**config.mk**
```make
export PLATFORM = sky130hd
export DESIGN_NAME = pwm_sum_tree
export DESIGN_NICKNAME = d
export VERILOG_FILES = /design/src/pwm_pkg.sv /design/src/pwm_sum_tree.sv
export SDC_FILE = /design/constraint.sdc
export NUM_CORES = 1
export LEC_CHECK = 0
export ABC_AREA = 0
export BUFFER_PORTS_ARGS = -buffer_cell sky130_fd_sc_hd__clkbuf_2
export CAP_MARGIN = 20
export CORE_UTILIZATION = 47
export CTS_CLUSTER_DIAMETER = 30
export DETAILED_ROUTE_END_ITERATION = 6
export PLACE_DENSITY = 0.68
export SYNTH_ARGS = -nofsm -noshare
export SYNTH_HDL_FRONTEND = slang
export SYNTH_SLANG_ARGS = --single-unit
export TNS_END_PERCENT = 1
```
**constraint.sdc**
```tcl
create_clock -name clock -period 3.3 [get_ports clock]
set_clock_uncertainty 0.15 [all_clocks]
set_input_delay 0.165 -clock clock [delete_from_list [all_inputs] [get_ports clock]]
set_output_delay 0.165 -clock clock [all_outputs]
set_load 0.005 [all_outputs]
```
**src/pwm_pkg.sv**
```systemverilog
package pwm_pkg;

   // field widths of the stream words
   localparam int BASE_BITS      = 3;
   localparam int COLUMN_BITS    = 5;
   localparam int IN_WEIGHT_BITS = 16;
   localparam int SEQ_BITS       = 8;
   localparam int START_BITS     = 16;
   localparam int SCORE_BITS     = 21;
   localparam int LEN_CFG_BITS   = 6;
   localparam int NUM_BASES      = 4;

   localparam int REQ_DATA_BITS = 24;
   localparam int REQ_USER_BITS = 2;
   localparam int RSP_DATA_BITS = 48;
   localparam int CSR_DATA_BITS = 21;
   localparam int CSR_INDEX_BITS = 1;

   // symbol used for anything that is not a, c, g or t
   localparam logic [BASE_BITS-1:0] SYM_OTHER = 3'd4;

   localparam logic signed [SCORE_BITS-1:0] SCORE_MAX = 21'sd1048575;
   localparam logic signed [SCORE_BITS-1:0] SCORE_MIN = -21'sd1048576;

   // reset values of the control registers (-1.78 in q8.12)
   localparam int LEN_RESET = 16;
   localparam logic signed [SCORE_BITS-1:0] THRESH_RESET = -21'sd7291;

   typedef enum logic [REQ_USER_BITS-1:0] {
      CMD_LOAD   = 2'd0,
      CMD_SCAN   = 2'd1,
      CMD_NEWSEQ = 2'd2
   } cmd_type;

   typedef enum logic [CSR_INDEX_BITS-1:0] {
      CSR_MOTIF_LENGTH    = 1'd0,
      CSR_SCORE_THRESHOLD = 1'd1
   } csr_reg_type;

   // control broadcast to every column cell
   typedef struct packed {
      logic                   shift;
      logic                   clear;
      logic                   load;
      logic [COLUMN_BITS-1:0] column;
      logic [1:0]             base;
   } cell_ctrl_type;

   // side information travelling with a window through the adder tree
   typedef struct packed {
      logic                  valid;
      logic [SEQ_BITS-1:0]   seq;
      logic [START_BITS-1:0] start;
   } tag_type;

   typedef struct packed {
      logic signed [SCORE_BITS-1:0] score;
      logic [START_BITS-1:0]        start;
      logic [SEQ_BITS-1:0]          seq;
   } rsp_word_type;

endpackage

```
**src/pwm_sum_tree.sv**
```systemverilog
module pwm_sum_tree #(
   parameter int N        = 32,
   parameter int IN_BITS  = 16,
   parameter int SUM_BITS = 21,
   parameter int TAG_BITS = 25
) (
   input  logic                       clock,
   input  logic                       reset,
   input  logic signed [IN_BITS-1:0]  leaf [N],
   input  logic [TAG_BITS-1:0]        tag_in,
   output logic signed [SUM_BITS-1:0] sum,
   output logic [TAG_BITS-1:0]        tag_out
);
   import pwm_pkg::*;

   localparam int LOG = $clog2(N);
   localparam int P   = 1 << LOG;

   if (LOG == 0) begin : g_single
      assign sum     = SUM_BITS'(leaf[0]);
      assign tag_out = tag_in;
   end else begin : g_tree
      // heap layout: node 1 is the root, children of i are 2i and 2i+1
      logic signed [SUM_BITS-1:0] node_ff [1:P-1];
      logic [TAG_BITS-1:0]        tag_ff  [1:LOG];

      for (genvar i = 1; i < P; i++) begin : g_node
         localparam int LI = 2 * i - P;
         logic signed [SUM_BITS-1:0] lhs;
         logic signed [SUM_BITS-1:0] rhs;

         if (2 * i >= P) begin : g_bottom
            if (LI < N) begin : g_lhs
               assign lhs = SUM_BITS'(leaf[LI]);
            end else begin : g_lhs_pad
               assign lhs = '0;
            end
            if (LI + 1 < N) begin : g_rhs
               assign rhs = SUM_BITS'(leaf[LI + 1]);
            end else begin : g_rhs_pad
               assign rhs = '0;
            end
         end else begin : g_inner
            assign lhs = node_ff[2 * i];
            assign rhs = node_ff[2 * i + 1];
         end

         // one registered add per node
         always_ff @(posedge clock) begin
            node_ff[i] <= lhs + rhs;
         end
      end

      // tag follows the partial sums level by level
      always_ff @(posedge clock) begin
         if (reset) begin
            for (int l = 1; l <= LOG; l++) begin
               tag_ff[l] <= '0;
            end
         end else begin
            tag_ff[1] <= tag_in;
            for (int l = 2; l <= LOG; l++) begin
               tag_ff[l] <= tag_ff[l - 1];
            end
         end
      end

      assign sum     = node_ff[1];
      assign tag_out = tag_ff[LOG];
   end

endmodule

```
==> metrics <==
run status=finished, violations left; violated checks=setup timing; CTS Sinks=slightly above 700; worst setup path category=primary input to flop; Power Total=roughly 0.05 W; crit path capture type=flop; Die Y-Extent=about 280 um; Die X=284 um; I/O pins=about 590; Post-Syn Nets=between 4,000 and 5,000; P_int=around 0.032 W; area grow syn2layout=47.9%; CP Max Fanout=3; Sw Pwr=between 0.015 and 0.02 W; largest net degree at the start of global routing=65; EDFF count, synth=0; worst hold start=leaf[236]; post-synthesis register bit count=712; Hold Path Class=primary input to flop; initial core utilization=0.475; fin worst setup slack=-0.0991 ns; fin crit share=1.03; met3 Resource Use GR=0.0507; slew margin rel.=0.520; Warnings, synthesis=0; PwrDens=909 nW/um^2; Mapped Area=around 37,000 um^2; CP startpoint=leaf[146]; Via density=5.33; First-pass DRT Iterations=6; sequential share of power=0.261; area leader, netlist=dfxtp_1; Post-Synthesis Cells=3,823; Synth area leaders=dfxtp_1, ha_1, xnor2_1, a21oi_1, a21o_1; first-pass GRT wire length=~180,000 um; gr usage total=0.271; Max Slew Vio Count=0; startpoint types=primary input; port bufs=584; Yosys cell types=68; vias in the first global route=36,400; latest clock arrival within the worst-skew pair=0.71 ns; Iter 0 DRT Violations=around 1,700; worst-margin pin slew=about 0.7 ns; RSZ-0062 raised after global routing=true; share of the synthesized area in the top cell type=0.381; Main synth FF type=dfxtp_1; Comb pwr share=0.441; gr busiest metal=met2; Critical Path AT=3.89 ns; CTS Buffer Depth=3; Core ar.=slightly below 80,000 um^2; Nets=6,460; Lkg Pwr=about 26 nW; final setup vio count=6; worst endpoint required time=3.80 ns; antenna viol nets, final=0; total CTS buffers=between 100 and 150; die area=80,800 um^2; minimum clock period=between 3 and 4 ns; TritonCTS clock tree=yes; layout cells sized above 1=0.174; Root Driver=clkbuf_16; met2 GRT Util=0.478; per-cell routed wire length=17.5 um; clock slew at reported path FFs=0.05 ns; grt ovf=0; Max VDD drop=between 600 and 700 uV; Final Routed Wirelength=114,000 um; asr flop ratio synth=0; Sum Neg Setup Slack=-0.230 ns; global placement routability congestion=0.916; Rows=103; final hold vios=0; initial antenna violation count=5; Clk network pwr share=0.297; Avg Cell Area, Syn=between 9 and 10 um^2; routed via count=34,800; GR Layer Usage met1=0.303; hpwl dp=about 70,000 um; Fmax achieved=between 0.2 and 0.3 GHz; switch share=0.356; htree depth=4; sequential area share after synthesis=0.381; DRC Markers=0; max-cap viol count=0; Worst R2R Start=g_tree.node_ff[0][252]$_DFF_P_
==> cell type report <==
type                            count  area (um^2)
Fill cell                        5525        23500
Multi-Input combinational cell   2938        22800
Sequential cell                   712        14300
Timing Repair Buffer             1437        11500
Clock buffer                      171         3860
Tap cell                         1050         1310
Clock inverter                     93         1260
Inverter                          126          473
Antenna cell                        6         15.0
==> path summary, 6_finish.rpt <==
| check | slack, ns | to | cells past startpoint |
|---|---|---|---|
| worst max register to register | 0.32 | g_tree.node_ff[0][142]$_DFF_P_ | 10 |
| worst min-delay path | 0.02 | g_tree.node_ff[0][518]$_DFF_P_ | 5 |
| worst min register to register | 0.26 | g_tree.tag_ff[0][52]$_SDFF_PP0_ | 1 |
| worst max-delay path | -0.1 | g_tree.node_ff[0][581]$_DFF_P_ | 13 |
==> power groups by stage <==
stage	registers [W]	logic, W	clock network, W
2_1_floorplan	0.0125	0.0154	0
3_3_place_gp	0.0133	0.0198	0
3_5_place_dp	0.0133	0.0200	0
4_1_cts	0.0132	0.0218	0.0152
5_1_grt	0.0134	0.0246	0.0157
6_report	0.0132	0.0222	0.0150
==> sequential cells by signal, summed over array words and instances (netlist names) <==
name,flops
g_tree.tag_ff,125
g_tree.node_ff,587
==> synthesized netlist by cell type (29+ instances only) <==
| cell type | instances |
|---|---|
| o21a_1 | 67 |
| and3_1 | 41 |
| nand2_1 | 147 |
| nand2b_1 | 34 |
| nand3_1 | 65 |
| nor2b_1 | 187 |
| dfxtp_1 | 712 |
| nor3_1 | 76 |
| o31ai_1 | 36 |
| ha_1 | 532 |
| xnor2_1 | 313 |
| nor2_1 | 192 |
| o21ai_0 | 183 |
| xor2_1 | 139 |
| a21oi_1 | 347 |
| fa_1 | 31 |
| a21o_1 | 178 |
| o21bai_1 | 81 |
| inv_1 | 125 |
| a211oi_1 | 29 |
==> through the flow <==
stage	cells	instance area [um^2]	hold WS [ns]	setup WS, ns	utilization
after floorplan	3823	37400	0.135	0.559	-
after global placement	5420	41500	0.230	0.392	0.526
after detailed placement	5420	41500	0.227	0.345	0.526
after CTS	6523	55000	0.00314	0.0174	0.698
after global routing	6531	55400	0.0190	-0.153	0.702
final	6533	55400	0.0174	-0.0991	0.702
==> critical path, cell delays in order <==
cell and delay [ns]:
dlygate4sd3_1 0.54, clkbuf_2 0.10, ha_1 0.26, dlygate4sd3_1 0.63
a21o_1 0.21, a21oi_2 0.18, o21bai_1 0.13, a21oi_2 0.24
o21ai_1 0.14, a41oi_2 0.25, nor2b_2 0.23, xnor2_1 0.19
dlygate4sd3_1 0.62
==> cells by family after synthesis <==
group,synth area share
buf+inv,0.0198
flops,0.381
mux,0.00140
xor+xnor,0.106
fa+ha+maj,0.194
simple gates,0.111
compound gates,0.187
==> per-layer routing <==
metal / vias to the layer above / share of wire
met3: 490 / 0.052
met2: 1400 / 0.49
met4: 2 / 0.056
met5: - / 0.00011
met1: 16100 / 0.40
li1: 16800 / -
==> what timing repair did <==
item | in CTS | in global routing
hold endpoints to repair | 345 | 1
endpoints found under the setup margin | 0 | 69
resized for setup | 0 | 95
hold buffers | 839 | 1
setup buffers | 0 | 3
==> placed cells by master (no fill, tap or decap), types with 19 or more instances in the layout <==
| cell | Yosys | final |
|---|---|---|
| dlygate4sd3_1 | 0 | 837 |
| dfxtp_1 | 712 | 712 |
| clkbuf_2 | 0 | 583 |
| ha_1 | 532 | 532 |
| a21oi_1 | 347 | 313 |
| xnor2_1 | 313 | 313 |
| nor2_1 | 192 | 191 |
| nor2b_1 | 187 | 185 |
| a21o_1 | 178 | 178 |
| o21ai_0 | 183 | 165 |
| nand2_1 | 147 | 147 |
| clkbuf_16 | 0 | 146 |
| xor2_1 | 139 | 139 |
| inv_1 | 125 | 125 |
| o21bai_1 | 81 | 80 |
| nor3_1 | 76 | 74 |
| o21a_1 | 67 | 65 |
| nand3_1 | 65 | 65 |
| and3_1 | 41 | 41 |
| a21oi_2 | 1 | 35 |
| o31ai_1 | 36 | 34 |
| nand2b_1 | 34 | 32 |
| fa_1 | 31 | 31 |
| a211oi_1 | 29 | 28 |
| a31oi_1 | 24 | 23 |
| and2_1 | 21 | 21 |
| clkinvlp_4 | 0 | 21 |
| bufinv_16 | 0 | 21 |
| a31o_2 | 19 | 19 |
No activity file was read; power rests on OpenSTA's default activity.
