===== src/pwm_pkg.sv =====
package pwm_pkg;

   // field widths of the stream words
   localparam int BASE_BITS      = 3;
   localparam int COLUMN_BITS    = 5;
   localparam int IN_WEIGHT_BITS = 16;
   localparam int SEQ_BITS       = 8;
   localparam int START_BITS     = 16;
   localparam int SCORE_BITS     = 21;
   localparam int LEN_CFG_BITS   = 6;
   localparam int NUM_BASES      = 4;

   localparam int REQ_DATA_BITS = 24;
   localparam int REQ_USER_BITS = 2;
   localparam int RSP_DATA_BITS = 48;
   localparam int CSR_DATA_BITS = 21;
   localparam int CSR_INDEX_BITS = 1;

   // symbol used for anything that is not a, c, g or t
   localparam logic [BASE_BITS-1:0] SYM_OTHER = 3'd4;

   localparam logic signed [SCORE_BITS-1:0] SCORE_MAX = 21'sd1048575;
   localparam logic signed [SCORE_BITS-1:0] SCORE_MIN = -21'sd1048576;

   // reset values of the control registers (-1.78 in q8.12)
   localparam int LEN_RESET = 16;
   localparam logic signed [SCORE_BITS-1:0] THRESH_RESET = -21'sd7291;

   typedef enum logic [REQ_USER_BITS-1:0] {
      CMD_LOAD   = 2'd0,
      CMD_SCAN   = 2'd1,
      CMD_NEWSEQ = 2'd2
   } cmd_type;

   typedef enum logic [CSR_INDEX_BITS-1:0] {
      CSR_MOTIF_LENGTH    = 1'd0,
      CSR_SCORE_THRESHOLD = 1'd1
   } csr_reg_type;

   // control broadcast to every column cell
   typedef struct packed {
      logic                   shift;
      logic                   clear;
      logic                   load;
      logic [COLUMN_BITS-1:0] column;
      logic [1:0]             base;
   } cell_ctrl_type;

   // side information travelling with a window through the adder tree
   typedef struct packed {
      logic                  valid;
      logic [SEQ_BITS-1:0]   seq;
      logic [START_BITS-1:0] start;
   } tag_type;

   typedef struct packed {
      logic signed [SCORE_BITS-1:0] score;
      logic [START_BITS-1:0]        start;
      logic [SEQ_BITS-1:0]          seq;
   } rsp_word_type;

endpackage


===== src/pwm_cell.sv =====
module pwm_cell #(
   parameter int COL         = 0,
   parameter int WEIGHT_BITS = 16
) (
   input  logic                              clock,
   input  logic                              reset,
   input  pwm_pkg::cell_ctrl_type            ctrl,
   input  logic signed [WEIGHT_BITS-1:0]     load_weight,
   input  logic [pwm_pkg::BASE_BITS-1:0]     sym_in,
   output logic [pwm_pkg::BASE_BITS-1:0]     sym_out,
   input  logic [pwm_pkg::BASE_BITS-1:0]     aligned_sym,
   output logic signed [WEIGHT_BITS-1:0]     contrib
);
   import pwm_pkg::*;

   logic [BASE_BITS-1:0]          sym_ff;
   logic signed [WEIGHT_BITS-1:0] weight_ff [NUM_BASES];
   logic signed [WEIGHT_BITS-1:0] contrib_ff;
   logic                          col_hit;

   // only columns reachable by the load field can be written
   assign col_hit = (COL < (1 << COLUMN_BITS)) && (ctrl.column == COLUMN_BITS'(COL));

   // history tap: one symbol handed on to the next cell per scanned base
   always_ff @(posedge clock) begin
      if (reset) begin
         sym_ff <= SYM_OTHER;
      end else if (ctrl.clear) begin
         sym_ff <= SYM_OTHER;
      end else if (ctrl.shift) begin
         sym_ff <= sym_in;
      end
   end

   // weights of this column, one per base
   always_ff @(posedge clock) begin
      if (ctrl.load && col_hit) begin
         weight_ff[ctrl.base] <= load_weight;
      end
   end

   // contribution of the symbol aligned with this column, other adds zero
   always_ff @(posedge clock) begin
      if (aligned_sym[BASE_BITS-1]) begin
         contrib_ff <= '0;
      end else begin
         contrib_ff <= weight_ff[aligned_sym[1:0]];
      end
   end

   assign sym_out = sym_ff;
   assign contrib = contrib_ff;

endmodule


===== config.mk =====
export PLATFORM = sky130hd
export DESIGN_NAME = pwm_cell
export DESIGN_NICKNAME = d
export VERILOG_FILES = /design/src/pwm_pkg.sv /design/src/pwm_cell.sv
export SDC_FILE = /design/constraint.sdc
export NUM_CORES = 1
export LEC_CHECK = 0
export BUFFER_PORTS_ARGS = -buffer_cell sky130_fd_sc_hd__buf_4
export CORE_MARGIN = 3
export CORE_UTILIZATION = 30
export CTS_CLUSTER_DIAMETER = 80
export DETAILED_ROUTE_END_ITERATION = 8
export PLACE_DENSITY_LB_ADDON = 0.05
export SYNTH_ARGS = -nofsm -noshare
export SYNTH_HDL_FRONTEND = slang
export SYNTH_SLANG_ARGS = --single-unit
export TNS_END_PERCENT = 100

===== constraint.sdc =====
create_clock -name clock -period 2.6 [get_ports clock]
set_input_delay 0.26 -clock clock [delete_from_list [all_inputs] [get_ports clock]]
set_output_delay 0.26 -clock clock [all_outputs]
set_load 0.05 [all_outputs]

==> results of run 1 <==
## kinds of logic (layout without fill, tap and decap cells)
logic type	Yosys count	count (layout)	share of synthesized area
multiplexers	35	35	0.1218
buffers and inverters	10	76	0.01741
AO/OA/AOI/OAI	16	16	0.03481
AND/OR/NAND/NOR	12	12	0.02524
flip-flops	83	83	0.8007
## through the flow
| step | setup WS (ps) | instance area [µm²] | total power, mW |
|---|---|---|---|
| after CTS | 1247 | 3659 | 2.607 |
| after floorplan | -216.8 | 2875 | 1.592 |
| after detailed placement | 875.8 | 3455 | 1.689 |
| after global routing | 1189 | 3659 | 2.680 |
| final | 1238 | 3659 | 2.570 |
| after global placement | 867.8 | 3455 | 1.686 |
## power by group through the flow
| stage | registers, mW | logic, mW | clock network, mW |
|---|---|---|---|
| finish | 1.45 | 0.206 | 0.914 |
| global route | 1.45 | 0.220 | 1.01 |
| CTS | 1.45 | 0.209 | 0.948 |
| detailed placement | 1.48 | 0.209 | 0 |
| global placement | 1.48 | 0.206 | 0 |
| floorplan | 1.54 | 0.0536 | 0 |
## synth_stat cells (all sizes together)
cell type	count	area, µm²
nand2b	2	12.51
dfxtp	19	380.4
edfxtp	64	1922
nand2	1	3.750
nor3	2	10.01
clkbuf	2	7.510
or4	1	11.26
buf	6	35.03
nor2	1	3.750
or2	1	6.260
inv	2	7.510
mux2i	35	350.3
o22ai	16	100.1
nor4	4	25.02
## placed cells by master (no fill, tap or decap), drive strengths merged
cell type / instances
buf: 58
mux2i: 35
dfxtp: 19
clkinv: 2
edfxtp: 64
clkinvlp: 2
o22ai: 16
clkbuf: 11
or4: 1
nor2: 1
nand2b: 2
nor4: 4
inv: 2
or2: 1
bufinv: 1
nand2: 1
nor3: 2
## worst min-delay path by stage
stage | end | slack, ps | depth (start not counted)
after floorplan | sym_out[0] | 340 | 1
after global placement | sym_out[0] | 440 | 2
after detailed placement | sym_out[0] | 450 | 2
after CTS | sym_out[0] | 80 | 2
after global routing | sym_out[0] | 80 | 2
final | sym_out[0] | 100 | 2
## worst max-delay path: cells and delay by family
kind,cells,cell delay [ps]
AND/OR/NAND/NOR,2,720
buffers and inverters,2,410
## metal layers
| metal | global-route usage | up-vias | routed length [µm] |
|---|---|---|---|
| met4 | 0.05128 | 0 | 44 |
| met1 | 0.1780 | 728 | 3102 |
| met2 | 0.1472 | 41 | 2451 |
| met5 | 0 | - | 0 |
| met3 | 0.03104 | 4 | 317 |
| li1 | - | 730 | - |
## registers in the layout, indices dropped and copies added (netlist names)
register,count
weight_ff,64
contrib,16
sym_out,3
## cell type report
class / instances / area (µm²) / share of cell area
clock buffer: 11 / 141.4 / 0.03865
clock inverter: 5 / 62.56 / 0.01710
inverter: 2 / 7.507 / 0.002052
multi-input combinational: 63 / 548.0 / 0.1498
sequential: 83 / 2302 / 0.6293
tap: 129 / 161.4 / 0.04412
timing repair buffer: 58 / 435.4 / 0.1190
==> summary.txt, run 1 <==
GRT
  – First-pass GRT wire length: 9156 µm
  – Largest net degree at the start of global routing: 33
  – Vias in the first global route: 1590
  – Gr usage total: 0.1148
  – Antenna violations before repair: 0
  – Total grt overflow: 0

Synth
  – Seq/Total Area, Yosys: 0.8007
  – Netlist cell types: 15
  – FF+latch count, synth: 83
  – Post-Syn Nets: 190
  – Cells after synthesis: 156
  – Post-synthesis cell area: 2875 µm²
  – Syn. warnings: 0
  – Synthesized area per cell: 18.43 µm²

Placed design
  – IO Port Bufs: 52
  – DP Cell Count: 335
  – Routability Congestion: 0.7131

Critical path
  – CP most frequent cell: buf_4
  – Crit-path cells: buf_4 -> or4_4 -> nor4_2 -> buf_4
  – Reg2Reg Depth: 2
  – End of the worst register-to-register path: contrib[4]
  – CP required: 2620 ps
  – Launch point of the worst reg-to-reg path: weight_ff[3][4]
  – Crit end category: flop
  – CP startpoint kind: input port
  – Slowest cell on the critical path: or4_4
  – Worst-path maximum fanout: 16
  – CP Launch Point: ctrl[3]
  – Max stage delay on crit path: 570 ps
  – Setup Crit Path Kind: input port to flop
  – CP arrival: 1390 ps
  – Crit path to: weight_ff[2][12]
  – Reg2Reg Setup Slack: 1660 ps

Detailed routing
  – DRT antenna net count: 0
  – Drt pass-1 iters: 4
  – Vias per inst: 4.282
  – Vias: 1503
  – DRT Wirelength: 5916 µm
  – 1st-iter DRT viols: 74
  – Drt wl/cell: 16.85 µm
  – Remaining DRCs: 0

Clocking
  – Clock sink count: 83
  – Post-cts resize count: 0
  – CTS tree: yes
  – Clock root buffer: clkbuf_8
  – Worst-skew pair later-pin latency: 340 ps
  – H-Tree Depth: 3
  – Clock-pin transition on the worst setup and hold timing paths: 70 ps
  – Post-CTS Setup Inserts: 0
  – TritonCTS buffer count: 9
  – CTS hold repair buffers: 0
  – Clock buffer depth: 2

STA
  – Crit share post-route: 0.5239
  – Setup_tns: 0 ps
  – Worst slew pin tran: 761.4 ps
  – Final Max Tran Viols: 0
  – Setup violations, final: 0
  – Top achievable clock speed: 734.2 MHz
  – Hold Slack: 103.5 ps
  – RSZ-0062 raised after global routing: false
  – Final Skew: 9.921 ps
  – Crit path time final: 1362 ps
  – Final hold violations: 0
  – Max-slew headroom: 0.4924

Floorplan
  – Starting Density: 0.3097
  – Rows: 35
  – Die span in y: 103.9 µm
  – Total core area: 9284 µm²
  – Top Ports: 53
  – Die area: 10800 µm²
  – Die width: 103.9 µm

Power and ir drop
  – Switch Pwr: 573.7 µW
  – Comb power frac: 0.080
  – Part of the power in registers: 0.564
  – Pwr/cell area: 702.4 nW/µm²
  – Max VDD drop: 0.2097 mV
  – Switch share: 0.2232
  – Clock power frac: 0.356
  – Internal power component: 1.996 mW
  – Lkg Pwr: 1.371 nW

Finish
  – FILL cells: 892
  – Diode count: 0
  – Non-Filler Instances: 351
  – Layout Nets: 251
  – Util after Layout: 0.3941
  – Share of layout cells above drive strength 1: 0.3514
  – Area growth from synthesis to layout: 27.24%

Job
  – Max_cap viols: 0

Worst hold path
  – Hold Path Class: input port to flop
  – Hold wc startpoint: ctrl[8]

Status
  – Status: complete, no violations
(Power assumes the default switching activity.)
==> run 2: changes to the inputs <==
--- a/config.mk
+++ b/config.mk
@@ -5,6 +5,7 @@
 export SDC_FILE = /design/constraint.sdc
 export NUM_CORES = 1
 export LEC_CHECK = 0
+export ABC_AREA = 1
 export BUFFER_PORTS_ARGS = -buffer_cell sky130_fd_sc_hd__buf_4
 export CORE_MARGIN = 3
 export CORE_UTILIZATION = 30
==> constraint.sdc (replaced) <==
create_clock -name clock -period 1.2 [get_ports clock]
set_input_delay 0.12 -clock clock [delete_from_list [all_inputs] [get_ports clock]]
set_output_delay 0.12 -clock clock [all_outputs]
set_load 0.05 [all_outputs]
==> summary.txt, run 2 <==
Finish
  – Largest register FFs: 64 (unchanged)
  – FILL cells: 1014 (+14%)
  – Commonest non-fill, non-tap cell in the layout: nand2_1
  – Share of layout cells above drive strength 1: 0.2126 (-0.1388)
  – Finished Cell Area: 4208 µm² (+15%)
  – Layout Nets: 410 (+63%)
  – Non-Filler Instances: 517 (+47%)
  – Top reg by flops: weight_ff
  – Diode count: 0 (unchanged)
  – Most frequent cells in the layout: nand2_1, inv_1, edfxtp_1
  – Area growth from synthesis to layout: 30.15%

Worst hold path
  – Hold Path Class: input port to flop
  – Hold path depth: 3 (+1)
  – Hold wc startpoint: ctrl[9]
  – Worst Hold End: sym_out[2]

Power and ir drop
  – Pwr/cell area: 1344 nW/µm² (+91%)
  – Max VDD drop: 0.5332 mV (+150%)
  – Lkg Pwr: 1.853 nW (+35%)

Floorplan
  – Total core area: 10420 µm² (+12%)
  – Die width: 109.8 µm (+5.7%)
  – Die span in y: 109.8 µm (+5.7%)
  – Rows: 37 (+5.7%)
  – Top Ports: 53 (unchanged)
  – Die area: 12060 µm² (+12%)
  – Starting Density: 0.3104 (+0.0006869)

Placed design
  – Routability Congestion: 0.6981 (-2.1%)
  – DP Worst Slack: -65.88 ps (-941.6 ps)
  – Final HPWL DP: 3806 µm
  – Area post-placement: 3807 µm² (+10%)
  – DP Cell Count: 481 (+44%)
  – IO Port Bufs: 52 (unchanged)

Critical path
  – Crit-path cells: buf_4
  – Reg2Reg Depth: 4 (+2)
  – CP arrival: 890 ps (-500 ps)
  – Worst path bufs/invs: 1 (-1)
  – End of the worst register-to-register path: contrib[9]
  – CP startpoint kind: flop
  – Worst-path maximum fanout: 2 (-14)
  – Launch point of the worst reg-to-reg path: weight_ff[1][9]
  – CP required: 1080 ps (-1540 ps)
  – Crit end category: output pin
  – Max stage delay on crit path: 340 ps (-230 ps)
  – Slowest cell on the critical path: dfxtp_1
  – CP delay by family, top: flip-flops
  – Reg2Reg Setup Slack: 420 ps (-1240 ps)
  – Setup Crit Path Kind: flop to output pin

Synth
  – Post-Syn Nets: 332 (+75%)
  – Synthesized area per cell: 10.85 µm² (-41%)
  – Cells after synthesis: 298 (+91%)
  – Synth top cells by count: nand2_1, inv_1, edfxtp_1, nand3_1, dfxtp_1
  – Async SR Flop Fraction: 0 (unchanged)
  – Synth top area share: 0.5944 (-0.07398)
  – Syn. warnings: 0 (unchanged)
  – FF+latch count, synth: 83 (unchanged)
  – Post-synthesis cell area: 3233 µm² (+12%)
  – Synth area leaders: edfxtp_1, dfxtp_1, nand2_1
  – Most common cell in the synthesized netlist: nand2_1
  – Post-synth EDFFs: 64 (unchanged)
  – Synth Flop Type: edfxtp_1
  – Seq/Total Area, Yosys: 0.7121 (-0.08862)
  – Leading area contributor after synthesis: edfxtp_1
  – Netlist cell types: 15 (unchanged)

STA
  – RSZ-0062 raised after global routing: false
  – Hold Slack: 2.329 ps (-101.2 ps)
  – Final Max Tran Viols: 0 (unchanged)
  – Final Skew: 7.669 ps (-2.253 ps)
  – Crit path time final: 1012 ps
  – Setup_tns: 0 ps (unchanged)
  – Top achievable clock speed: 988.5 MHz
  – Setup violations, final: 0 (unchanged)
  – Crit share post-route: 0.8430
  – Final worst setup slack: 188.4 ps (-1050 ps)
  – Worst slew pin tran: 347.2 ps (-414.2 ps)
  – Max-slew headroom: 0.7685 (+0.2761)
  – Final hold violations: 0 (unchanged)

GRT
  – First-pass GRT wire length: 10070 µm (+10%)
  – Antenna violations before repair: 0 (unchanged)
  – Largest net degree at the start of global routing: 33 (unchanged)
  – Vias in the first global route: 1964 (+24%)
  – Total grt overflow: 0 (unchanged)
  – Gr usage total: 0.1147 (about the same)

Job
  – Max_cap viols: 0 (unchanged)

Detailed routing
  – DRT antenna net count: 0 (unchanged)
  – Remaining DRCs: 0 (unchanged)
  – 1st-iter DRT viols: 52 (-30%)
  – Vias: 2038 (+36%)
  – DRT Wirelength: 6150 µm (+4.0%)
  – Drt wl/cell: 11.90 µm (-29%)
  – Vias per inst: 3.942 (-7.9%)
  – Drt pass-1 iters: 4 (unchanged)

Clocking
  – Clock-pin transition on the worst setup and hold timing paths: 90 ps (+20 ps)
  – Worst-skew pair later-pin latency: 350 ps (about the same)
  – Clock root buffer: clkbuf_8
  – CTS tree: yes
  – TritonCTS buffer count: 9 (unchanged)
  – Clock buffer depth: 2 (unchanged)
  – Clock sink count: 83 (unchanged)
  – H-Tree Depth: 3 (unchanged)
  – Post-CTS Setup Inserts: 0 (unchanged)

Status
  – Status: complete, no violations
run 2: changes by cell type in the layout (fill, tap and decap cells not counted), moves of 4 or more:
cell           delta
nor2_2            +4
nand3_1          +33
nor4_2            -4
inv_1            +66
a21oi_1          +16
nor2_1            +6
nand2_1          +69
o22ai_1          -16
mux2i_1          -35
dlygate4sd3_1    +20
buf_12            +4
run 2: per-layer routing:
| metal | GRT usage | part of all wire | vias up |
|---|---|---|---|
| met4 | 0.05877 | 0.023 | 0 |
| li1 | - | - | 1097 |
| met2 | 0.1954 | 0.49 | 37 |
| met3 | 0.02584 | 0.035 | 12 |
| met1 | 0.1348 | 0.45 | 892 |
| met5 | 0 | 0 | - |
run 2: cells by family after synthesis:
family	count (synthesis)	share of synthesized area
simple gates	115	0.1471
buf+inv	82	0.1130
flops	83	0.7121
compound gates	18	0.02786
run 2: worst max path at each step:
stage                     startpoint         endpoint  depth (start not counted)
after floorplan              ctrl[5]  weight_ff[0][0]                          3
after global routing      sym_out[0]       sym_out[0]                          1
after detailed placement     ctrl[5]  weight_ff[3][2]                          5
final                     sym_out[2]       sym_out[2]                          1
after CTS                  sym_in[2]       sym_out[2]                          5
after global placement       ctrl[5]  weight_ff[3][2]                          5
run 2: repair_timing:
| action | CTS | global route |
|---|---|---|
| setup endpoints to repair | 0 | 1 |
| endpoints found under the hold margin | 66 | 0 |
| gates resized for setup | 0 | 0 |
| hold buffers | 21 | 0 |
run 2: stage by stage:
stage                 util  power (mW)
finish              0.4040       5.657
global route        0.4040       5.931
floorplan                -       3.501
CTS                 0.4049       5.766
global placement    0.3655       3.698
detailed placement  0.3655       3.696
run 2: layout make-up:
class	instances	area [µm²]	area share
clock buffer	9	123.9	0.02944
clock inverter	7	76.32	0.01814
inverter	70	266.5	0.06334
multi-input combinational	133	575.6	0.1368
sequential	83	2302	0.5471
tap	136	170.2	0.04044
timing repair buffer	79	693.2	0.1647
run 2: power by group:
part	total, mW	internal, mW	switching (mW)
clock	1.99	0.975	1.01
sequential	3.14	3.13	0.0118
combinational	0.528	0.213	0.315
total	5.66	4.32	1.34
