### config.mk
export PLATFORM = sky130hd
export DESIGN_NAME = pwm_fifo
export DESIGN_NICKNAME = d
export VERILOG_FILES = /design/src/pwm_pkg.sv /design/src/pwm_fifo.sv
export SDC_FILE = /design/constraint.sdc
export NUM_CORES = 1
export LEC_CHECK = 0
export BUFFER_PORTS_ARGS = -buffer_cell sky130_fd_sc_hd__buf_2
export CAP_MARGIN = 20
export CORE_MARGIN = 2
export CORE_UTILIZATION = 40
export DETAILED_ROUTE_END_ITERATION = 10
export HOLD_SLACK_MARGIN = 0.1
export PLACE_DENSITY = 0.6
export SLEW_MARGIN = 10
export SYNTH_ARGS = -nofsm -noshare
export SYNTH_HDL_FRONTEND = slang
export SYNTH_SLANG_ARGS = --single-unit
### constraint.sdc
create_clock -name clock -period 3.2 [get_ports clock]
set_input_delay 0.96 -clock clock [delete_from_list [all_inputs] [get_ports clock]]
set_output_delay 0.96 -clock clock [all_outputs]
set_load 0.01 [all_outputs]
### src/pwm_pkg.sv
package pwm_pkg;

   // field widths of the stream words
   localparam int BASE_BITS      = 3;
   localparam int COLUMN_BITS    = 5;
   localparam int IN_WEIGHT_BITS = 16;
   localparam int SEQ_BITS       = 8;
   localparam int START_BITS     = 16;
   localparam int SCORE_BITS     = 21;
   localparam int LEN_CFG_BITS   = 6;
   localparam int NUM_BASES      = 4;

   localparam int REQ_DATA_BITS = 24;
   localparam int REQ_USER_BITS = 2;
   localparam int RSP_DATA_BITS = 48;
   localparam int CSR_DATA_BITS = 21;
   localparam int CSR_INDEX_BITS = 1;

   // symbol used for anything that is not a, c, g or t
   localparam logic [BASE_BITS-1:0] SYM_OTHER = 3'd4;

   localparam logic signed [SCORE_BITS-1:0] SCORE_MAX = 21'sd1048575;
   localparam logic signed [SCORE_BITS-1:0] SCORE_MIN = -21'sd1048576;

   // reset values of the control registers (-1.78 in q8.12)
   localparam int LEN_RESET = 16;
   localparam logic signed [SCORE_BITS-1:0] THRESH_RESET = -21'sd7291;

   typedef enum logic [REQ_USER_BITS-1:0] {
      CMD_LOAD   = 2'd0,
      CMD_SCAN   = 2'd1,
      CMD_NEWSEQ = 2'd2
   } cmd_type;

   typedef enum logic [CSR_INDEX_BITS-1:0] {
      CSR_MOTIF_LENGTH    = 1'd0,
      CSR_SCORE_THRESHOLD = 1'd1
   } csr_reg_type;

   // control broadcast to every column cell
   typedef struct packed {
      logic                   shift;
      logic                   clear;
      logic                   load;
      logic [COLUMN_BITS-1:0] column;
      logic [1:0]             base;
   } cell_ctrl_type;

   // side information travelling with a window through the adder tree
   typedef struct packed {
      logic                  valid;
      logic [SEQ_BITS-1:0]   seq;
      logic [START_BITS-1:0] start;
   } tag_type;

   typedef struct packed {
      logic signed [SCORE_BITS-1:0] score;
      logic [START_BITS-1:0]        start;
      logic [SEQ_BITS-1:0]          seq;
   } rsp_word_type;

endpackage

### src/pwm_fifo.sv
module pwm_fifo #(
   parameter int WIDTH = 45,
   parameter int DEPTH = 16
) (
   input  logic             clock,
   input  logic             reset,
   input  logic             push,
   input  logic [WIDTH-1:0] wdata,
   input  logic             pop,
   output logic [WIDTH-1:0] rdata,
   output logic             not_empty
);
   import pwm_pkg::*;

   localparam int PTR_BITS = (DEPTH > 1) ? $clog2(DEPTH) : 1;
   localparam int CNT_BITS = $clog2(DEPTH + 1);

   logic [WIDTH-1:0]    mem_ff [DEPTH];
   logic [PTR_BITS-1:0] wr_ptr_ff, wr_ptr_in;
   logic [PTR_BITS-1:0] rd_ptr_ff, rd_ptr_in;
   logic [CNT_BITS-1:0] count_ff, count_in;

   // pointer and fill count update
   always_comb begin
      wr_ptr_in = wr_ptr_ff;
      rd_ptr_in = rd_ptr_ff;
      count_in  = count_ff;
      if (push) begin
         wr_ptr_in = (wr_ptr_ff == PTR_BITS'(DEPTH - 1)) ? '0 : wr_ptr_ff + 1'b1;
      end
      if (pop) begin
         rd_ptr_in = (rd_ptr_ff == PTR_BITS'(DEPTH - 1)) ? '0 : rd_ptr_ff + 1'b1;
      end
      if (push && !pop) begin
         count_in = count_ff + 1'b1;
      end else if (pop && !push) begin
         count_in = count_ff - 1'b1;
      end
   end

   always_ff @(posedge clock) begin
      if (reset) begin
         wr_ptr_ff <= '0;
         rd_ptr_ff <= '0;
         count_ff  <= '0;
      end else begin
         wr_ptr_ff <= wr_ptr_in;
         rd_ptr_ff <= rd_ptr_in;
         count_ff  <= count_in;
      end
   end

   // storage
   always_ff @(posedge clock) begin
      if (push) begin
         mem_ff[wr_ptr_ff] <= wdata;
      end
   end

   assign rdata     = mem_ff[rd_ptr_ff];
   assign not_empty = (count_ff != '0);

endmodule

==> reports/results.ini, run 1 <==
[timing]
hold_violations = 0
rsz0062_at_grt = true
skew_ns = 0.0229
period_share_pct = 107
worst_slack_ns = -0.219
setup-violations-final = 45
layout_min_cycle_time_ns = 3.42
max_clock_freq_ghz = 0.293
drv_slew = 0
max-slew-margin-rel_pct = 63.6
worstMarginPinSlew_ns = 0.545

[drt]
via_count = 13300
drt_iter0_drc = 1085
drt-total-wl_um = 64100
avgRoutedWirePerCell_um = 26.5
post-route-drc-count = 0
vias_per_cell = 5.49
dr.pass1.iters = 4
drtAntennaViolNets = 0

[cells_and_area]
layout-drive-gt1-share_pct = 39.0
finalNetCount = 1487
mostFrequentLayoutCells = edfxtp_1 (720), mux4_2 (180), clkbuf_16 (86)
mostFrequentLayoutCell = edfxtp_1
fin_cells = 2418
areaGrowthSynthToFinish_pct = 21.9
fin_area_mm2 = 0.0339

[placed_design]
dp_cells = 2231
globalplace.congestion = 0.695
dpl_cell_area_mm2 = 0.0301
portBuffers = 94
place_hpwl_um = 32000

[die]
die-height_um = 268
initial_utilization_pct = 40.4
core.rowCount = 96
die_area_mm2 = 0.0716
die-width_um = 268
ioPinCount = 95
design.core.area_mm2 = 0.0687

[clocking]
cts.sinks = 737
path_clk_slew_ns = 0.05
cts_root_buf = clkbuf_16
clk_latency_ns = 0.62
cts_hold_buf = 0
cts_buffers = 79
clk_path_buf_depth = 3
cts_tree = built
htreeDepth = 3

[synth]
syn_area_per_cell_um2 = 23.0
yosys.area.top_type_share_pct = 77.8
synth_cell_type_count = 31
yosysTopAreaCell = edfxtp_1
syn_area_mm2 = 0.0278
ys_warn_count = 0
yosys-top-cells-area = edfxtp_1 (78%), mux4_2 (15%), a22oi_1 (2.4%)
yosysSeqAreaShare_pct = 79.1
syn_nets = 1269
synth_cells = 1210
synth-seq-cells = 737

[global_route]
grt_pass1_vias = 14100
grt_max_degree = 58
gr-usage-all-layers_pct = 18.2
grt-ovfl-total = 0
grt_pass1_wl_um = 93700
antenna_found_initial = 7

[setup_path]
crit_arrival_ns = 2.46
critPathTopFamily = buffers and inverters
r2r-start = wr_ptr_ff[2]
required_ns = 2.24
path_buf_inv = 4
critPathKind = reg2out
cp-endpoint = rdata[26]
start_kind = register
cpMaxStageDelayCell = mux4_2
max_stage_delay_ns = 0.50
cpMostUsedCell = buf_12
crit_path_end_kind = output port
path_cells = buf_4 -> buf_12 -> buf_12 -> mux4_2 -> a22oi_2 -> nand2_2 -> buf_6
crit_fanout = 7
ff2ff_path_depth = 4
cp.depth = 7
reg2reg_setup_slack_ns = 1.22
r2r-end = mem_ff[5][37]

[min_path]
hold_class = reg2reg

[job]
drv_cap = 0

[power]
p_leak_uw = 0.0108
pwr_density_cell_mw_per_mm2 = 618
irDropWorstVdd_v = 0.000397

[outcome]
violations = setup timing
status = complete, but fails checks

-- through the flow --
| step | util, % | setup slack, ns | TNS [ns] | hold WS [ns] | power [µW] |
|---|---|---|---|---|---|
| 2_1_floorplan | - | 0.207 | 0 | 0.472 | 11700 |
| 3_3_place_gp | 43.8 | 0.167 | 0 | 0.507 | 12100 |
| 3_5_place_dp | 43.8 | 0.164 | 0 | 0.518 | 12200 |
| 4_1_cts | 48.4 | -0.295 | -10.46 | 0.531 | 21000 |
| 5_1_grt | 49.3 | -0.335 | -11.19 | 0.544 | 21600 |
| 6_report | 49.3 | -0.219 | -7.48 | 0.532 | 20900 |
-- layer usage --
layer  routed length [µm]  part of all wire, %  track usage (%)
met2                32300                   50             29.9
met5                   71                 0.11                0
met1                26700                   42             24.9
met4                 1380                  2.2             5.62
met3                 3640                  5.7             3.22
-- worst min path at each step --
stage                      start            to  depth (start not counted)
finish              wr_ptr_ff[3]  wr_ptr_ff[3]                          2
global route        rd_ptr_ff[3]  rd_ptr_ff[3]                          2
CTS                 wr_ptr_ff[3]  wr_ptr_ff[3]                          2
detailed placement   count_ff[2]   count_ff[2]                          2
global placement    rd_ptr_ff[3]  rd_ptr_ff[3]                          2
floorplan           rd_ptr_ff[3]      register                          2
-- state kept, by name, summed over array words and instances (netlist names), named ones only --
signal / flops
count_ff: 5
mem_ff: 720
rd_ptr_ff: 4
wr_ptr_ff: 4
-- tightest hold or removal path: stages, from the launching register on --
cell and delay [ns]:
dfxtp_1 0.34, o21ai_0 0.09, a21oi_1 0.06
-- cell type report --
type,count,area (µm²)
fill,5524,34800
clock inverter,45,449
tap,931,1160
antenna,1,2.50
timing repair buffer,199,2340
sequential,737,22000
inverter,6,22.5
clock buffer,94,2030
multi-input combinational,405,5880
-- logic make-up after synthesis --
logic type,synth area share (%)
and+or+nand+nor,1.70
buffers and inverters,1.18
muxes,14.8
adders and majority gates,0.477
AOI/OAI and AO/OA,2.68
DFF,79.1
xor gates and xnor gates,0.126
-- timing repair --
item / in CTS / in global routing
setup endpoints to repair: 45 / 45
resized for setup: 52 / 77
cloned: 8 / 7
buffers inserted: 19 / 17
pin swaps: 28 / 40
-- report_power, final --
part / switching (µW) / leakage, µW / internal, µW
logic: 728 / 0.00294 / 712
clock network: 3630 / 0.00121 / 5120
registers: 44.6 / 0.00664 / 10700
-- Yosys cell counts, drive strengths merged --
library cell and number:
a21o 1, a21oi 9, a22oi 90, a31oi 1, and2 17, and3 1
and3b 1, buf 33, clkbuf 29, dfxtp 17, edfxtp 720, fa 1
ha 9, inv 6, mux2 1, mux2i 4, mux4 180, nand2 52
nand2b 2, nand3 3, nor2 18, nor2b 3, nor3b 1, nor4 2
nor4bb 1, o21ai 2, or3 2, xor2 4
Power figures use the tool's default switching activity.
==> inputs of run 2 (changes only) <==
--- a/config.mk
+++ b/config.mk
@@ -8,10 +8,10 @@
 export BUFFER_PORTS_ARGS = -buffer_cell sky130_fd_sc_hd__buf_2
 export CAP_MARGIN = 20
 export CORE_MARGIN = 2
-export CORE_UTILIZATION = 40
+export CORE_UTILIZATION = 35
 export DETAILED_ROUTE_END_ITERATION = 10
 export HOLD_SLACK_MARGIN = 0.1
-export PLACE_DENSITY = 0.6
+export PLACE_DENSITY = 0.55
 export SLEW_MARGIN = 10
 export SYNTH_ARGS = -nofsm -noshare
 export SYNTH_HDL_FRONTEND = slang
==> reports/results.ini, run 2 (same netlist as run 1, synthesis figures left out) <==
[outcome]
status = complete, but fails checks  ; unchanged
violations = setup timing  ; unchanged

[global_route]
gr-usage-all-layers_pct = 16.5  ; was 18.2%
grt_max_degree = 46  ; was 58
grt_pass1_vias = 14000  ; was 14.1k
antenna_found_initial = 4  ; was 7
grt_pass1_wl_um = 97000  ; was 93,700 µm
grt-ovfl-total = 0  ; unchanged

[setup_path]
path_cells = buf_12 -> buf_12 -> buf_4 -> mux4_2 -> a22oi_2 -> nand2_2 -> buf_6  ; was buf_4 -> buf_12 -> buf_12 -> mux4_2 -> a22oi_2 -> nand2_2 -> buf_6
crit_fanout = 8  ; was 7
max_stage_delay_ns = 0.50  ; about the same
start_kind = register  ; unchanged
path_buf_inv = 4  ; unchanged
crit_arrival_ns = 2.48  ; was 2.46 ns
cpMostUsedCell = buf_12  ; unchanged
critPathTopFamily = buffers and inverters  ; unchanged
cpMaxStageDelayCell = mux4_2  ; unchanged
required_ns = 2.24  ; about the same
crit_path_end_kind = output port  ; unchanged
critPathKind = reg2out  ; unchanged

[placed_design]
globalplace.congestion = 0.692  ; was 0.695
dpl_cell_area_mm2 = 0.0304  ; was 0.0301 mm²
dp_cells = 2361  ; was 2,231
portBuffers = 94  ; unchanged
place_hpwl_um = 35800  ; was 32,000 µm

[die]
design.core.area_mm2 = 0.0787  ; was 0.0687 mm²
ioPinCount = 95  ; unchanged
core.rowCount = 103  ; was 96
die-height_um = 286  ; was 268 µm
die-width_um = 286  ; was 268 µm
die_area_mm2 = 0.0816  ; was 0.0716 mm²
initial_utilization_pct = 35.3  ; was 40.4%

[timing]
rsz0062_at_grt = true  ; unchanged
skew_ns = 0.0141  ; was 0.0229 ns
hold_violations = 0  ; unchanged
worst_slack_ns = -0.241  ; was -0.219 ns
max-slew-margin-rel_pct = 66.1  ; was 63.6%
setup-violations-final = 45  ; unchanged
layout_min_cycle_time_ns = 3.44  ; was 3.42 ns
max_clock_freq_ghz = 0.291  ; was 0.293 GHz
worstMarginPinSlew_ns = 0.508  ; was 0.545 ns
period_share_pct = 108  ; was 107%
drv_slew = 0  ; unchanged

[drt]
post-route-drc-count = 0  ; unchanged
via_count = 13200  ; was 13.3k
vias_per_cell = 5.18  ; was 5.49
drtAntennaViolNets = 0  ; unchanged
avgRoutedWirePerCell_um = 26.3  ; was 26.5 µm
drt-total-wl_um = 67100  ; was 64,100 µm
dr.pass1.iters = 4  ; unchanged
drt_iter0_drc = 1233  ; was 1,085

[cells_and_area]
largest_register_ffs = 720  ; unchanged
mostFrequentLayoutCells = edfxtp_1 (720), mux4_2 (180), clkbuf_16 (84)  ; was edfxtp_1 (720), mux4_2 (180), clkbuf_16 (86)
fin_cells = 2546  ; was 2,418
fin_area_mm2 = 0.0343  ; was 0.0339 mm²
layout-drive-gt1-share_pct = 40.7  ; was 39.0%
nFillCells = 6692  ; was 5,524
finalNetCount = 1495  ; was 1,487
mostFrequentLayoutCell = edfxtp_1  ; unchanged
n_antenna_cell = 0  ; was 1
areaGrowthSynthToFinish_pct = 23.4  ; was 21.9%
reg_top3 = mem_ff x720, count_ff x5  ; unchanged
largest_register = mem_ff  ; unchanged

[clocking]
path_clk_slew_ns = 0.06  ; was 0.05 ns
cts_hold_buf = 0  ; unchanged
cts_tree = built  ; unchanged
cts_buffers = 79  ; unchanged
htreeDepth = 3  ; unchanged
clk_path_buf_depth = 3  ; unchanged
cts_root_buf = clkbuf_16  ; unchanged
clk_latency_ns = 0.63  ; was 0.62 ns
cts.sinks = 737  ; unchanged

[power]
p_leak_uw = 0.0109  ; was 0.0108 µW
pwr_density_cell_mw_per_mm2 = 615  ; was 618 mW/mm²
irDropWorstVdd_v = 0.000380  ; was 0.000397 V

[job]
drv_cap = 0  ; unchanged

[min_path]
hold_class = reg2reg  ; unchanged

run 2: cell count changes in the layout (fill, tap and decap cells not counted), sizes merged:
cell,previous run,this run
bufinv,7,6
buf,192,203
clkbuf,101,95
diode,1,0
clkinv,30,28
inv,13,14
clkinvlp,1,8
run 2: metal layers:
layer | share of wire (%) | global-route usage [%]
met1 | 44 | 22.8
met4 | 1.5 | 3.98
met2 | 50 | 27.4
met3 | 4.3 | 2.70
met5 | 0.037 | 0
run 2: worst reg2reg max path: cells and delay by family, from the launching register on:
kind	cells	cell delay, ns
adder cells (fa/ha/maj)	1	0.45
flip-flops	1	0.36
AO/OA/AOI/OAI	1	0.15
buffers and inverters	1	0.09
AND/OR/NAND/NOR	1	0.16
multiplexers	2	0.56
run 2: worst paths after layout:
path	from	end	slack (ns)	cells past startpoint
worst max-delay path	register	rdata[23]	-0.24	7
worst min-delay path	rd_ptr_ff[3]	rd_ptr_ff[3]	0.54	2
worst max register to register	count_ff[0]	count_ff[4]	1.31	6
worst min register to register	rd_ptr_ff[3]	rd_ptr_ff[3]	0.54	2
run 2: area by class of cell:
| cell class | instances | area, µm² | share of cell area, % |
|---|---|---|---|
| multi-input cells | 405 | 5930 | 17.3 |
| well taps | 1050 | 1310 | 3.83 |
| clock buffers | 91 | 2040 | 5.96 |
| clock inverters | 50 | 472 | 1.38 |
| repair buffers | 207 | 2530 | 7.38 |
| inverters | 6 | 22.5 | 0.0657 |
| flip-flops and latches | 737 | 22000 | 64.1 |
run 2: stage by stage:
step	utilization [%]	power [µW]	setup TNS, ns	setup slack, ns	hold slack, ns
global route	43.5	21800	-10.89	-0.339	0.581
CTS	43.0	21200	-9.81	-0.288	0.541
global placement	38.7	12200	0	0.330	0.514
finish	43.5	21100	-6.42	-0.241	0.538
detailed placement	38.7	12200	0	0.317	0.530
floorplan	-	11700	0	0.207	0.472
run 2: power by group:
part | switching, µW | total, µW | leakage [µW] | internal [µW]
registers | 40.5 | 10700 | 0.00664 | 10700
clock network | 3730 | 8840 | 0.00121 | 5110
logic | 745 | 1490 | 0.00302 | 745
total | 4520 | 21100 | 0.0109 | 16600
run 2: what timing repair did:
item,CTS,global route
buffers inserted,25,4
pin swaps,63,35
gates resized for setup,85,55
setup endpoints to repair,45,45
gates cloned,12,5
==> inputs of run 3 (changes only) <==
--- a/config.mk
+++ b/config.mk
@@ -8,10 +8,10 @@
 export BUFFER_PORTS_ARGS = -buffer_cell sky130_fd_sc_hd__buf_2
 export CAP_MARGIN = 20
 export CORE_MARGIN = 2
-export CORE_UTILIZATION = 35
+export CORE_UTILIZATION = 55
 export DETAILED_ROUTE_END_ITERATION = 10
 export HOLD_SLACK_MARGIN = 0.1
-export PLACE_DENSITY = 0.55
+export PLACE_DENSITY = 0.77
 export SLEW_MARGIN = 10
 export SYNTH_ARGS = -nofsm -noshare
 export SYNTH_HDL_FRONTEND = slang
==> reports/results.ini, run 3 (same netlist as run 1, synthesis figures left out) <==
[outcome]
status = complete, but fails checks  ; unchanged
violations = setup timing  ; unchanged

[cells_and_area]
mostFrequentLayoutCell = edfxtp_1  ; unchanged
finalNetCount = 1455  ; was 1,495
layout-drive-gt1-share_pct = 35.3  ; was 40.7%
regArea_mm2 = 0.0220  ; unchanged
mostFrequentLayoutCells = edfxtp_1 (720), mux4_2 (180), buf_2 (87)  ; was edfxtp_1 (720), mux4_2 (180), clkbuf_16 (84)
multi_input_area_mm2 = 0.00570  ; was 0.00593 mm²
post-route-util_pct = 65.6  ; was 43.5%
reg_top3 = mem_ff x720, count_ff x5  ; unchanged
largest_register = mem_ff  ; unchanged
largest_register_ffs = 720  ; unchanged
areaGrowthSynthToFinish_pct = 18.0  ; was 23.4%
nFillCells = 3013  ; was 6,692

[drt]
drt_iter0_drc = 1546  ; was 1,233
drtAntennaViolNets = 0  ; unchanged
drt-total-wl_um = 66200  ; was 67,100 µm
vias_per_cell = 6.47  ; was 5.18
post-route-drc-count = 0  ; unchanged
via_count = 13800  ; was 13.2k
dr.pass1.iters = 5  ; was 4
avgRoutedWirePerCell_um = 31.1  ; was 26.3 µm

[global_route]
grt_util_met3_pct = 5.21  ; was 2.70%
grt_pass1_vias = 14200  ; was 14.0k
grt_pass1_wl_um = 93400  ; was 97,000 µm
grt-ovfl-total = 0  ; unchanged
gr-usage-all-layers_pct = 24.9  ; was 16.5%
grt_use_met1_pct = 33.5  ; was 22.8%
top_usage_layer = met2  ; unchanged
antenna_found_initial = 7  ; was 4
grt_max_degree = 47  ; was 46
grt_use_met2_pct = 40.6  ; was 27.4%

[clocking]
path_clk_slew_ns = 0.06  ; about the same
cts_root_buf = clkbuf_16  ; unchanged
clk_path_buf_depth = 3  ; unchanged
cts_hold_buf = 0  ; unchanged
cts_buffers = 71  ; was 79
clk_latency_ns = 0.60  ; was 0.63 ns
cts_tree = built  ; unchanged
htreeDepth = 3  ; unchanged
cts.sinks = 737  ; unchanged

[timing]
worstMarginPinSlew_ns = 0.587  ; was 0.508 ns
period_share_pct = 108  ; about the same
hold_violations = 0  ; unchanged
rsz0062_at_grt = true  ; unchanged
layout_min_cycle_time_ns = 3.44  ; about the same
max_clock_freq_ghz = 0.291  ; about the same
setup-violations-final = 45  ; unchanged
max-slew-margin-rel_pct = 60.9  ; was 66.1%
worst_slack_ns = -0.242  ; was -0.241 ns
setup_tns_ns = -7.13  ; was -6.42 ns
skew_ns = 0.0188  ; was 0.0141 ns
drv_slew = 0  ; unchanged
whs_ns = 0.542  ; was 0.538 ns

[setup_path]
ff2ff_path_depth = 3  ; was 6
crit_fanout = 16  ; was 8
critPathKind = reg2out  ; unchanged
start_kind = register  ; unchanged
crit_arrival_ns = 2.48  ; about the same
crit_path_end_kind = output port  ; unchanged
required_ns = 2.24  ; about the same

[die]
initial_utilization_pct = 55.6  ; was 35.3%
die-width_um = 229  ; was 286 µm
die_area_mm2 = 0.0523  ; was 0.0816 mm²
core.rowCount = 82  ; was 103
die-height_um = 229  ; was 286 µm
ioPinCount = 95  ; unchanged
design.core.area_mm2 = 0.0500  ; was 0.0787 mm²

[placed_design]
post-place-ws_ns = 0.364  ; was 0.317 ns
globalplace.congestion = 0.721  ; was 0.692
place_hpwl_um = 29700  ; was 35,800 µm
portBuffers = 94  ; unchanged

[power]
pwr_density_cell_mw_per_mm2 = 621  ; was 615 mW/mm²
irDropWorstVdd_v = 0.000416  ; was 0.000380 V
p_leak_uw = 0.0105  ; was 0.0109 µW
p_total_uw = 20300  ; was 21,100 µW

[min_path]
hold_class = reg2reg  ; unchanged
min_path_cells = 2  ; unchanged

[job]
drv_cap = 0  ; unchanged

[run 3: worst paths after layout]
path | startpoint | to | slack, ns
worst max-delay path | register | rdata[2] | -0.24
worst min register to register | count_ff[2] | count_ff[2] | 0.54
worst min-delay path | count_ff[2] | count_ff[2] | 0.54
worst max register to register | wr_ptr_ff[2] | mem_ff[1][31] | 1.26
[run 3: area by class of cell]
type	instances	share of cell area, %
inverter	6	0.0687
sequential	737	67.0
clock inverter	31	0.832
multi-input combinational	405	17.4
timing repair buffer	175	6.05
antenna	6	0.0458
tap	672	2.56
clock buffer	97	6.04
[run 3: timing repair]
| action | CTS | global route |
|---|---|---|
| gates resized for setup | 25 | 42 |
| endpoints found under the hold margin | 0 | 0 |
| pin swaps | 1 | 24 |
| setup endpoints to repair | 45 | 45 |
| buffers inserted | 6 | 5 |
| gates cloned | 7 | 10 |
[run 3: power breakdown]
group          internal, µW  switching, µW
Combinational           658            712
Clock                  4680           3550
Sequential            10700           49.7
[run 3: worst max-delay path, stage by stage, from the launching register on]
cell and delay, ns:
dfxtp_4 0.36, buf_12 0.16, buf_12 0.19, mux4_2 0.53, a22oi_1 0.26, nand2_1 0.19
buf_2 0.19
[run 3: through the flow]
step | std cells | area (µm²)
after floorplan | 1210 | 27800
after global placement | 1967 | 29600
after detailed placement | 1967 | 29600
after CTS | 2108 | 32300
after global routing | 2126 | 32800
final | 2129 | 32800
[run 3: layer usage]
metal | vias up | wire length [µm]
met5 | - | 22
met4 | 4 | 2200
met3 | 176 | 7130
met2 | 921 | 33400
met1 | 7132 | 23400
li1 | 5538 | -
